File: config.mk
export PLATFORM = sky130hd
export DESIGN_NAME = varint_header_parser
export DESIGN_NICKNAME = d
export VERILOG_FILES = /design/src/sv/vhp_pkg.sv /design/src/sv/vhp_queue.sv /design/src/sv/vhp_front.sv /design/src/sv/varint_header_parser.sv
export SDC_FILE = /design/constraint.sdc
export NUM_CORES = 2
export LEC_CHECK = 0
export ABC_AREA = 0
export BUFFER_PORTS_ARGS = -buffer_cell sky130_fd_sc_hd__buf_2
export CAP_MARGIN = 20
export CELL_PAD_IN_SITES_DETAIL_PLACEMENT = 0
export CELL_PAD_IN_SITES_GLOBAL_PLACEMENT = 1
export CORE_MARGIN = 2
export CORE_UTILIZATION = 50
export CTS_CLUSTER_SIZE = 30
export DETAILED_ROUTE_END_ITERATION = 8
export GPL_TIMING_DRIVEN = 0
export PLACE_DENSITY_LB_ADDON = 0.1
export SLEW_MARGIN = 20
export SYNTH_ARGS = -nofsm -noshare
export SYNTH_HDL_FRONTEND = slang
export SYNTH_SLANG_ARGS = --single-unit
File: constraint.sdc
create_clock -name i_clk -period 7.6 [get_ports i_clk]
set_clock_uncertainty 0.05 [all_clocks]
set_input_delay 0.76 -clock i_clk [delete_from_list [all_inputs] [get_ports i_clk]]
set_output_delay 0.76 -clock i_clk [all_outputs]
set_load 0.01 [all_outputs]
File: src/sv/vhp_pkg.sv
`timescale 1ns / 1ps
`default_nettype none
package vhp_pkg;

    localparam int CFG_IDX_W  = 1;
    localparam int CFG_DATA_W = 8;

    localparam logic [CFG_IDX_W-1:0] CFG_MAGIC_VALUE        = 1'b0;
    localparam logic [CFG_IDX_W-1:0] CFG_HIGHEST_KNOWN_TYPE = 1'b1;

    localparam logic [7:0] MAGIC_RESET = 8'd94;
    localparam logic [7:0] HKT_RESET   = 8'd7;

    // last varint byte index that still carries seven payload bits
    localparam logic [3:0] VARINT_LAST_FULL = 4'd8;

    typedef enum logic [2:0] {
        PH_MAGIC  = 3'd0,
        PH_KEY    = 3'd1,
        PH_GROUP  = 3'd2,
        PH_PTYPE  = 3'd3,
        PH_PVALUE = 3'd4,
        PH_SKIP   = 3'd5
    } t_phase;

    typedef enum logic [1:0] {
        KIND_BASE  = 2'd0,
        KIND_PAIR  = 2'd1,
        KIND_DONE  = 2'd2,
        KIND_ERROR = 2'd3
    } t_kind;

    typedef enum logic [1:0] {
        ERR_NONE  = 2'd0,
        ERR_SHORT = 2'd1,
        ERR_MAGIC = 2'd2
    } t_err;

    typedef struct packed {
        logic [7:0] data_byte;
        logic       end_of_data;
    } t_in;

    typedef struct packed {
        t_kind        result_kind;
        logic [31:0]  body_size;
        logic [31:0]  type_id;
        logic [31:0]  request_id;
        logic [31:0]  extra_count;
        logic [63:0]  pair_type;
        logic [63:0]  pair_value;
        logic         pair_known;
        logic [31:0]  header_length;
        t_err         error_code;
        logic         last_of_header;
    } t_result;

    typedef struct packed {
        logic                  we;
        logic [CFG_IDX_W-1:0]  idx;
        logic [CFG_DATA_W-1:0] data;
    } t_cfg_wr;

    // up to two results per byte; the second is used only with the first
    typedef struct packed {
        logic    wr0;
        logic    wr1;
        t_result res0;
        t_result res1;
    } t_qwrite;

endpackage
`default_nettype wire

File: src/sv/vhp_queue.sv
`timescale 1ns / 1ps
`default_nettype none
module vhp_queue #(
    parameter int DEPTH = 4
) (
    input  wire logic             i_clk,
    input  wire logic             i_rst_n,
    input  wire vhp_pkg::t_qwrite i_wr,
    input  wire logic             i_pop,
    output logic                  o_empty,
    output logic                  o_room2,
    output vhp_pkg::t_result      o_head
);

    localparam int PTR_W = (DEPTH > 1) ? $clog2(DEPTH) : 1;
    localparam int CNT_W = $clog2(DEPTH + 1);
    localparam logic [PTR_W-1:0] PTR_LAST  = PTR_W'(DEPTH - 1);
    localparam logic [CNT_W-1:0] CNT_ROOM2 = CNT_W'(DEPTH - 2);

    vhp_pkg::t_result r_mem [DEPTH];
    logic [PTR_W-1:0] r_rp, r_wp, n_rp, n_wp;
    logic [PTR_W-1:0] w_wp1, w_wp2;
    logic [CNT_W-1:0] r_count, n_count;
    logic             w_pop_ok;

    function automatic logic [PTR_W-1:0] ptr_inc(input logic [PTR_W-1:0] p);
        ptr_inc = (p == PTR_LAST) ? '0 : p + 1'b1;
    endfunction

    always_comb begin
        w_pop_ok = i_pop && (r_count != '0);
        w_wp1    = ptr_inc(r_wp);
        w_wp2    = ptr_inc(w_wp1);
        n_wp     = i_wr.wr1 ? w_wp2 : (i_wr.wr0 ? w_wp1 : r_wp);
        n_rp     = w_pop_ok ? ptr_inc(r_rp) : r_rp;
        n_count  = r_count + CNT_W'(i_wr.wr0) + CNT_W'(i_wr.wr1) - CNT_W'(w_pop_ok);
    end

    always_ff @(posedge i_clk) begin
        if (i_wr.wr0) begin
            r_mem[r_wp] <= i_wr.res0;
        end
        if (i_wr.wr1) begin
            r_mem[w_wp1] <= i_wr.res1;
        end
    end

    always_ff @(posedge i_clk) begin
        if (!i_rst_n) begin
            r_rp    <= '0;
            r_wp    <= '0;
            r_count <= '0;
        end else begin
            r_rp    <= n_rp;
            r_wp    <= n_wp;
            r_count <= n_count;
        end
    end

    assign o_empty = (r_count == '0);
    assign o_room2 = (r_count <= CNT_ROOM2);
    assign o_head  = r_mem[r_rp];

endmodule
`default_nettype wire

File: src/sv/vhp_front.sv
`timescale 1ns / 1ps
`default_nettype none
module vhp_front (
    input  wire logic             i_clk,
    input  wire logic             i_rst_n,
    input  wire logic             i_valid,
    input  wire vhp_pkg::t_in     i_in,
    input  wire vhp_pkg::t_cfg_wr i_cfg,
    output vhp_pkg::t_qwrite      o_wr
);

    vhp_pkg::t_phase r_phase, n_phase;
    logic [7:0]  r_magic, r_hkt;
    logic [7:0]  r_group_key, n_group_key;
    logic [1:0]  r_value_index, n_value_index;
    logic [3:0]  r_byte_index, n_byte_index;
    logic [31:0] r_word_acc, n_word_acc;
    logic [31:0] r_body_size, n_body_size;
    logic [31:0] r_type_id, n_type_id;
    logic [31:0] r_request_id, n_request_id;
    logic [31:0] r_pairs, n_pairs;
    logic [63:0] r_varint_acc, n_varint_acc;
    logic [63:0] r_pending_type, n_pending_type;
    logic [31:0] r_consumed, n_consumed;

    logic [7:0]  w_b;
    logic        w_eod;
    logic [31:0] w_consumed_inc;
    logic [1:0]  w_len_m1;
    logic [31:0] w_word_new;
    logic [6:0]  w_shamt;
    logic [63:0] w_varint_new;
    logic [31:0] w_pairs_dec;
    vhp_pkg::t_qwrite w_wr;

    function automatic vhp_pkg::t_result mk_error(input vhp_pkg::t_err code);
        vhp_pkg::t_result r;
        r                = '0;
        r.result_kind    = vhp_pkg::KIND_ERROR;
        r.error_code     = code;
        r.last_of_header = 1'b1;
        return r;
    endfunction

    function automatic vhp_pkg::t_result mk_done(input logic [31:0] len);
        vhp_pkg::t_result r;
        r                = '0;
        r.result_kind    = vhp_pkg::KIND_DONE;
        r.header_length  = len;
        r.last_of_header = 1'b1;
        return r;
    endfunction

    always_comb begin
        n_phase        = r_phase;
        n_group_key    = r_group_key;
        n_value_index  = r_value_index;
        n_byte_index   = r_byte_index;
        n_word_acc     = r_word_acc;
        n_body_size    = r_body_size;
        n_type_id      = r_type_id;
        n_request_id   = r_request_id;
        n_pairs        = r_pairs;
        n_varint_acc   = r_varint_acc;
        n_pending_type = r_pending_type;
        n_consumed     = r_consumed;
        w_wr           = '0;

        w_b            = i_in.data_byte;
        w_eod          = i_in.end_of_data;
        w_consumed_inc = (r_consumed == '1) ? r_consumed : r_consumed + 32'd1;
        w_len_m1       = 2'(r_group_key >> {r_value_index, 1'b0});
        w_word_new     = r_word_acc | ({24'b0, w_b} << {r_byte_index[1:0], 3'b000});
        w_shamt        = 7'({3'b0, r_byte_index} * 7'd7);
        w_varint_new   = (r_byte_index <= vhp_pkg::VARINT_LAST_FULL)
                       ? (r_varint_acc | ({57'b0, w_b[6:0]} << w_shamt))
                       : (r_varint_acc | {w_b[0], 63'b0});
        w_pairs_dec    = r_pairs - 32'd1;

        if (i_valid) begin
            case (r_phase)
                vhp_pkg::PH_MAGIC: begin
                    n_consumed = 32'd1;
                    if (w_eod) begin
                        w_wr.wr0  = 1'b1;
                        w_wr.res0 = mk_error(vhp_pkg::ERR_SHORT);
                    end else if (w_b != r_magic) begin
                        w_wr.wr0  = 1'b1;
                        w_wr.res0 = mk_error(vhp_pkg::ERR_MAGIC);
                        n_phase   = vhp_pkg::PH_SKIP;
                    end else begin
                        n_phase = vhp_pkg::PH_KEY;
                    end
                end
                vhp_pkg::PH_SKIP: begin
                    if (w_eod) begin
                        n_phase = vhp_pkg::PH_MAGIC;
                    end
                end
                vhp_pkg::PH_KEY: begin
                    n_consumed = w_consumed_inc;
                    if (w_eod) begin
                        w_wr.wr0  = 1'b1;
                        w_wr.res0 = mk_error(vhp_pkg::ERR_SHORT);
                        n_phase   = vhp_pkg::PH_MAGIC;
                    end else begin
                        n_group_key   = w_b;
                        n_value_index = '0;
                        n_byte_index  = '0;
                        n_word_acc    = '0;
                        n_phase       = vhp_pkg::PH_GROUP;
                    end
                end
                vhp_pkg::PH_GROUP: begin
                    n_consumed = w_consumed_inc;
                    if (r_byte_index >= {2'b0, w_len_m1}) begin
                        n_word_acc   = '0;
                        n_byte_index = '0;
                        case (r_value_index)
                            2'd0:    n_body_size  = w_word_new;
                            2'd1:    n_type_id    = w_word_new;
                            2'd2:    n_request_id = w_word_new;
                            default: n_pairs      = w_word_new;
                        endcase
                        if (r_value_index == 2'd3) begin
                            w_wr.wr0              = 1'b1;
                            w_wr.res0             = '0;
                            w_wr.res0.result_kind = vhp_pkg::KIND_BASE;
                            w_wr.res0.body_size   = r_body_size;
                            w_wr.res0.type_id     = r_type_id;
                            w_wr.res0.request_id  = r_request_id;
                            w_wr.res0.extra_count = w_word_new;
                            w_wr.wr1              = 1'b1;
                            if (w_word_new == '0) begin
                                w_wr.res1 = mk_done(w_consumed_inc);
                                n_phase   = w_eod ? vhp_pkg::PH_MAGIC : vhp_pkg::PH_SKIP;
                            end else if (w_eod) begin
                                w_wr.res1 = mk_error(vhp_pkg::ERR_SHORT);
                                n_phase   = vhp_pkg::PH_MAGIC;
                            end else begin
                                w_wr.wr1     = 1'b0;
                                n_varint_acc = '0;
                                n_phase      = vhp_pkg::PH_PTYPE;
                            end
                        end else begin
                            n_value_index = r_value_index + 2'd1;
                            if (w_eod) begin
                                w_wr.wr0  = 1'b1;
                                w_wr.res0 = mk_error(vhp_pkg::ERR_SHORT);
                                n_phase   = vhp_pkg::PH_MAGIC;
                            end
                        end
                    end else begin
                        n_word_acc   = w_word_new;
                        n_byte_index = r_byte_index + 4'd1;
                        if (w_eod) begin
                            w_wr.wr0  = 1'b1;
                            w_wr.res0 = mk_error(vhp_pkg::ERR_SHORT);
                            n_phase   = vhp_pkg::PH_MAGIC;
                        end
                    end
                end
                vhp_pkg::PH_PTYPE, vhp_pkg::PH_PVALUE: begin
                    n_consumed   = w_consumed_inc;
                    n_varint_acc = w_varint_new;
                    if (w_b[7]) begin
                        if (r_byte_index > vhp_pkg::VARINT_LAST_FULL) begin
                            // continuation on the tenth byte: varint too long
                            w_wr.wr0  = 1'b1;
                            w_wr.res0 = mk_error(vhp_pkg::ERR_SHORT);
                            n_phase   = w_eod ? vhp_pkg::PH_MAGIC : vhp_pkg::PH_SKIP;
                        end else begin
                            n_byte_index = r_byte_index + 4'd1;
                            if (w_eod) begin
                                w_wr.wr0  = 1'b1;
                                w_wr.res0 = mk_error(vhp_pkg::ERR_SHORT);
                                n_phase   = vhp_pkg::PH_MAGIC;
                            end
                        end
                    end else if (r_phase == vhp_pkg::PH_PTYPE) begin
                        n_pending_type = w_varint_new;
                        n_byte_index   = '0;
                        n_varint_acc   = '0;
                        n_phase        = vhp_pkg::PH_PVALUE;
                        if (w_eod) begin
                            w_wr.wr0  = 1'b1;
                            w_wr.res0 = mk_error(vhp_pkg::ERR_SHORT);
                            n_phase   = vhp_pkg::PH_MAGIC;
                        end
                    end else begin
                        w_wr.wr0              = 1'b1;
                        w_wr.res0             = '0;
                        w_wr.res0.result_kind = vhp_pkg::KIND_PAIR;
                        w_wr.res0.pair_type   = r_pending_type;
                        w_wr.res0.pair_value  = w_varint_new;
                        w_wr.res0.pair_known  = (r_pending_type <= {56'b0, r_hkt});
                        n_pairs               = w_pairs_dec;
                        w_wr.wr1              = 1'b1;
                        if (w_pairs_dec == '0) begin
                            w_wr.res1 = mk_done(w_consumed_inc);
                            n_phase   = w_eod ? vhp_pkg::PH_MAGIC : vhp_pkg::PH_SKIP;
                        end else if (w_eod) begin
                            w_wr.res1 = mk_error(vhp_pkg::ERR_SHORT);
                            n_phase   = vhp_pkg::PH_MAGIC;
                        end else begin
                            w_wr.wr1     = 1'b0;
                            n_byte_index = '0;
                            n_varint_acc = '0;
                            n_phase      = vhp_pkg::PH_PTYPE;
                        end
                    end
                end
                default: begin
                    n_phase = vhp_pkg::PH_MAGIC;
                end
            endcase
        end
    end

    always_ff @(posedge i_clk) begin
        if (!i_rst_n) begin
            r_phase        <= vhp_pkg::PH_MAGIC;
            r_group_key    <= '0;
            r_value_index  <= '0;
            r_byte_index   <= '0;
            r_word_acc     <= '0;
            r_body_size    <= '0;
            r_type_id      <= '0;
            r_request_id   <= '0;
            r_pairs        <= '0;
            r_varint_acc   <= '0;
            r_pending_type <= '0;
            r_consumed     <= '0;
        end else begin
            r_phase        <= n_phase;
            r_group_key    <= n_group_key;
            r_value_index  <= n_value_index;
            r_byte_index   <= n_byte_index;
            r_word_acc     <= n_word_acc;
            r_body_size    <= n_body_size;
            r_type_id      <= n_type_id;
            r_request_id   <= n_request_id;
            r_pairs        <= n_pairs;
            r_varint_acc   <= n_varint_acc;
            r_pending_type <= n_pending_type;
            r_consumed     <= n_consumed;
        end
    end

    always_ff @(posedge i_clk) begin
        if (!i_rst_n) begin
            r_magic <= vhp_pkg::MAGIC_RESET;
            r_hkt   <= vhp_pkg::HKT_RESET;
        end else if (i_cfg.we) begin
            case (i_cfg.idx)
                vhp_pkg::CFG_MAGIC_VALUE:        r_magic <= i_cfg.data;
                vhp_pkg::CFG_HIGHEST_KNOWN_TYPE: r_hkt   <= i_cfg.data;
                default: begin
                end
            endcase
        end
    end

    assign o_wr = w_wr;

endmodule
`default_nettype wire

File: src/sv/varint_header_parser.sv
`timescale 1ns / 1ps
`default_nettype none
// results: the results of a byte enter the result queue as the byte is taken
// throughput: one byte per cycle, up to two results per byte; the byte parser only waits
//   when the result queue has fewer than two free entries
// reset: synchronous active low; parser back to waiting for magic, registers to 94 and 7,
//   result queue empty
module varint_header_parser #(
    parameter int DEPTH = 4
) (
    input  wire logic                             i_clk,
    input  wire logic                             i_rst_n,
    // request side
    input  wire logic                             push,
    output logic                                  full,
    input  wire vhp_pkg::t_in                     i_in,
    // result side
    output logic                                  empty,
    input  wire logic                             pop,
    output vhp_pkg::t_result                      o_res,
    // register writes
    input  wire logic                             i_cfg_we,
    input  wire logic [vhp_pkg::CFG_IDX_W-1:0]    i_cfg_idx,
    input  wire logic [vhp_pkg::CFG_DATA_W-1:0]   i_cfg_data
);

    logic             w_room2;
    logic             w_accept;
    vhp_pkg::t_cfg_wr w_cfg;
    vhp_pkg::t_qwrite w_qwr;

    // a request is taken only when the queue can absorb the worst case of two results
    assign full     = !w_room2;
    assign w_accept = push && !full;

    always_comb begin
        w_cfg.we   = i_cfg_we;
        w_cfg.idx  = i_cfg_idx;
        w_cfg.data = i_cfg_data;
    end

    // front: byte classification, field assembly and result building
    vhp_front u_front (
        .i_clk   (i_clk),
        .i_rst_n (i_rst_n),
        .i_valid (w_accept),
        .i_in    (i_in),
        .i_cfg   (w_cfg),
        .o_wr    (w_qwr)
    );

    // back: result queue, drained one result per pop
    vhp_queue #(
        .DEPTH (DEPTH)
    ) u_queue (
        .i_clk   (i_clk),
        .i_rst_n (i_rst_n),
        .i_wr    (w_qwr),
        .i_pop   (pop),
        .o_empty (empty),
        .o_room2 (w_room2),
        .o_head  (o_res)
    );

endmodule
`default_nettype wire

==> summary.md <==
| Metric | Value |
|---|---|
| Port bufs | roughly 320 |
| CTS max path bufs | 3 |
| Reg area | roughly 32000 um2 |
| Placed cell count | between 9k and 10k |
| Die Y | roughly 360 um |
| NetSw | 5740 uW |
| Hold_buf cts | 0 |
| Final worst-path cycle share | 0.762 |
| Cell Area, Placed | between 60000 and 70000 um2 |
| Cell Count, Final, Fillers Out | around 9.7k |
| Hold Fails Final Rpt | 0 |
| Crit path from | i_in[5] |
| Worst path required time | a little over 8000 ps |
| Most used DFF post-synth | dfxtp_1 |
| Synth cell count leaders | nand2_1 (1580), dfxtp_1 (1394), a21oi_1 (1179), nand3_1 (676), nor2_1 (561) |
| Pins Over Slew Limit | 0 |
| DRC violations left | 0 |
| Critical Path Fanout Max | 26 |
| Crit-path slowest cell | clkbuf_1 |
| RSZ-0062 raised after global routing | no |
| Internal | 13700 uW |
| Initial core utilization | 0.503 |
| Worst reg-to-reg path cell count | 14 |
| EDFF count, synth | 140 |
| Footprint of the multi-input gates | between 20000 and 30000 um2 |
| Grt ovf | 0 |
| Post-CTS Setup Inserts | 0 |
| Nets | slightly below 8k |
| Syn_nets | approximately 7.4k |
| Leakage | approximately 0.026 uW |
| Starting DRT DRC Count | 6927 |
| Synth area leaders | dfxtp_1 (43%), mux4_2 (10%), nand2_1 (9.1%) |
| Fill count | 11.9k |
| Design Area, Final | 74400 um2 |
| Chip Width | between 300 and 400 um |
| Post-CTS sizing | 0 |
| Hold Crit Class | input port to flop |
| Max Freq | 173 MHz |
| Crit path depth | 11 |
| TritonCTS clock tree | built |
| Startpoint types | input port |
| GP Congestion | a little under 1 |
| First-pass GRT wire length | about 360000 um |
| Clk network pwr share | 0.406 |
| CP max stage delay | between 800 and 900 ps |
| Min Tclk post-route | between 5000 and 6000 ps |
| Buf/Inv on CP | 5 |
| Worst r2r src | u_front.r_byte_index[1] |
| Cells after synthesis | about 7.3k |
| PD cells | 261 nW/um2 |
| Syn_area_per_cell | about 8.9 um2 |
| Share of layout cells above drive strength 1 | 0.139 |
| Area delta synth->final | 14.6% |
| Die area | between 100000 and 150000 um2 |
| Initial antenna violation count | 12 |
| Routed wire length per instance | around 25 um |
| Flop-to-flop setup slack | around 2000 ps |
| Yosys cell types | 79 |
| Sequential share of power | 0.433 |
| IO Pins | 319 |
| Worst-path clk slew | approximately 60 ps |
| Syn Std Cell Area | roughly 65000 um2 |
| Rows | 132 |
| First drt pass iteration count | 6 |
| Root buffer cell | clkbuf_16 |
| Hold path depth | 3 |
| HP Start | i_cfg_data[2] |
| Drt total wl | 246000 um |
| Max cap viols | 0 |
| CTS Buf Count | between 150 and 200 |
| Crit. End Element | flop |
| Final HPWL DP | around 170000 um |
| Clk_lat worst skew | about 800 ps |
| Core area | 129000 um2 |
| Number of vias per cell | approximately 6.1 |
| Sequential element share of the synthesized area | 0.495 |
| Share of the synthesized area in the top cell type | 0.430 |
| # H-tree levels | 4 |
| Largest net degree at the start of global routing | 27 |
| Top delay family on crit path | buffers and inverters |
| Clock Sinks | approximately 1.5k |
| Synth area leader | dfxtp_1 |
| Async set-or-reset flop fraction in the synthesized netlist | 0 |
| DP Worst Slack | ~860 ps |
| Logic gate share of total power | 0.162 |
| Flops & latches, synth | around 1.5k |
| Kind of critical path | input port to flop |
| Fin worst setup slack | between 1500 and 2000 ps |
| CP Cell Sequence | clkbuf_1 > xnor2_1 > nand4_1 > o21ai_0 > o221ai_1 > o211ai_1 > clkbuf_2 > clkbuf_1 > clkbuf_1 > nand2_2 > buf_12 |
| Switch share | 0.295 |
| Crit path DAT | approximately 6300 ps |
| Status | finished clean |
| Worst rel slew slack | 0.137 |
| Maximum vdd drop | approximately 240 uV |
| Worst-Margin Slew | approximately 1300 ps |
| Post-DRT Antenna Nets | 0 |
| Most numerous cell on the critical path | clkbuf_1 |
| Vias | around 59k |
| YS warnings | 0 |
| Total chip power | 19400 uW |
| Top-count cell post-synth | nand2_1 |
| Total track usage | 0.362 |
| Sum of negative setup slack | 0 ps |
| Setup violations, final | 0 |
| Via count of the first global-routing pass | about 55k |
-- stage by stage --
stage          hold slack [ps]  utilization
6_report                   156        0.576
5_1_grt                    177        0.576
4_1_cts                    125        0.576
3_5_place_dp               393        0.535
3_3_place_gp               388        0.532
2_1_floorplan              381            -
-- registers in the layout, summed over array words and instances, names as in the netlist, 4 cells and up, named ones only --
register / cells
u_front.r_body_size: 32
u_front.r_byte_index: 4
u_front.r_consumed: 32
u_front.r_group_key: 8
u_front.r_hkt: 8
u_front.r_magic: 8
u_front.r_pairs: 32
u_front.r_pending_type: 64
u_front.r_request_id: 32
u_front.r_type_id: 32
u_front.r_varint_acc: 64
u_front.r_word_acc: 32
u_queue.r_mem: 1172
-- cells in the final DEF (no fill, tap or decap), types with 43 or more instances in the layout --
cell,Yosys,routed
nand2_1,1580,1576
dfxtp_1,1394,1394
a21oi_1,1179,1154
nand3_1,676,676
nor2_1,561,557
clkbuf_1,444,482
buf_2,137,454
mux4_2,295,295
clkbuf_16,0,170
a211oi_1,169,169
edfxtp_1,140,140
o21ai_0,92,92
a31oi_1,68,68
buf_1,66,65
o2bb2ai_1,43,43
-- routing by layer --
layer  GRT usage  part of all wire  wire (um)  vias up
met5           0                 0          0        -
met4       0.193             0.058      14200        0
met3      0.0797             0.095      23300      579
met2       0.556              0.45     110000     2821
met1       0.479              0.40      98900    28700
li1            -                 -          -    26700
-- power by group through the flow --
stage	clock network (uW)	registers [uW]	logic (uW)
after CTS	7920	8400	3090
after global placement	0	8580	3040
final	7880	8400	3140
after detailed placement	0	8580	3080
after global routing	8250	8410	3290
after floorplan	0	8550	1870
-- worst reg2reg max path: cells and delay by family (launching register included) --
kind,cells,cell delay [ps]
flip-flops,1,400
AO/OA/AOI/OAI,4,1360
AND/OR/NAND/NOR,2,530
adder cells (fa/ha/maj),1,280
buffers and inverters,7,2670
-- final timing paths --
kind,endpoint
worst max-delay path,u_queue.r_mem[1][21]
worst min-delay path,u_front.r_magic[2]
worst max register to register,u_queue.r_mem[1][21]
worst min register to register,u_queue.r_mem[3][65]
-- area by class of cell --
class	count	share of cell area
Multi-Input combinational cell	5080	0.403
Sequential cell	1534	0.432
Antenna cell	6	0.000202
Buffer	680	0.0391
Clock inverter	32	0.00318
Timing Repair Buffer	339	0.0253
Tap cell	1742	0.0293
Inverter	39	0.00197
Clock buffer	257	0.0667
-- logic make-up after synthesis --
logic type,share of synthesized area
mux,0.104
fa+ha+maj,0.00582
flops,0.495
xor+xnor,0.00594
compound gates,0.146
buf+inv,0.0469
simple gates,0.197
Power figures use the tool's default switching activity.
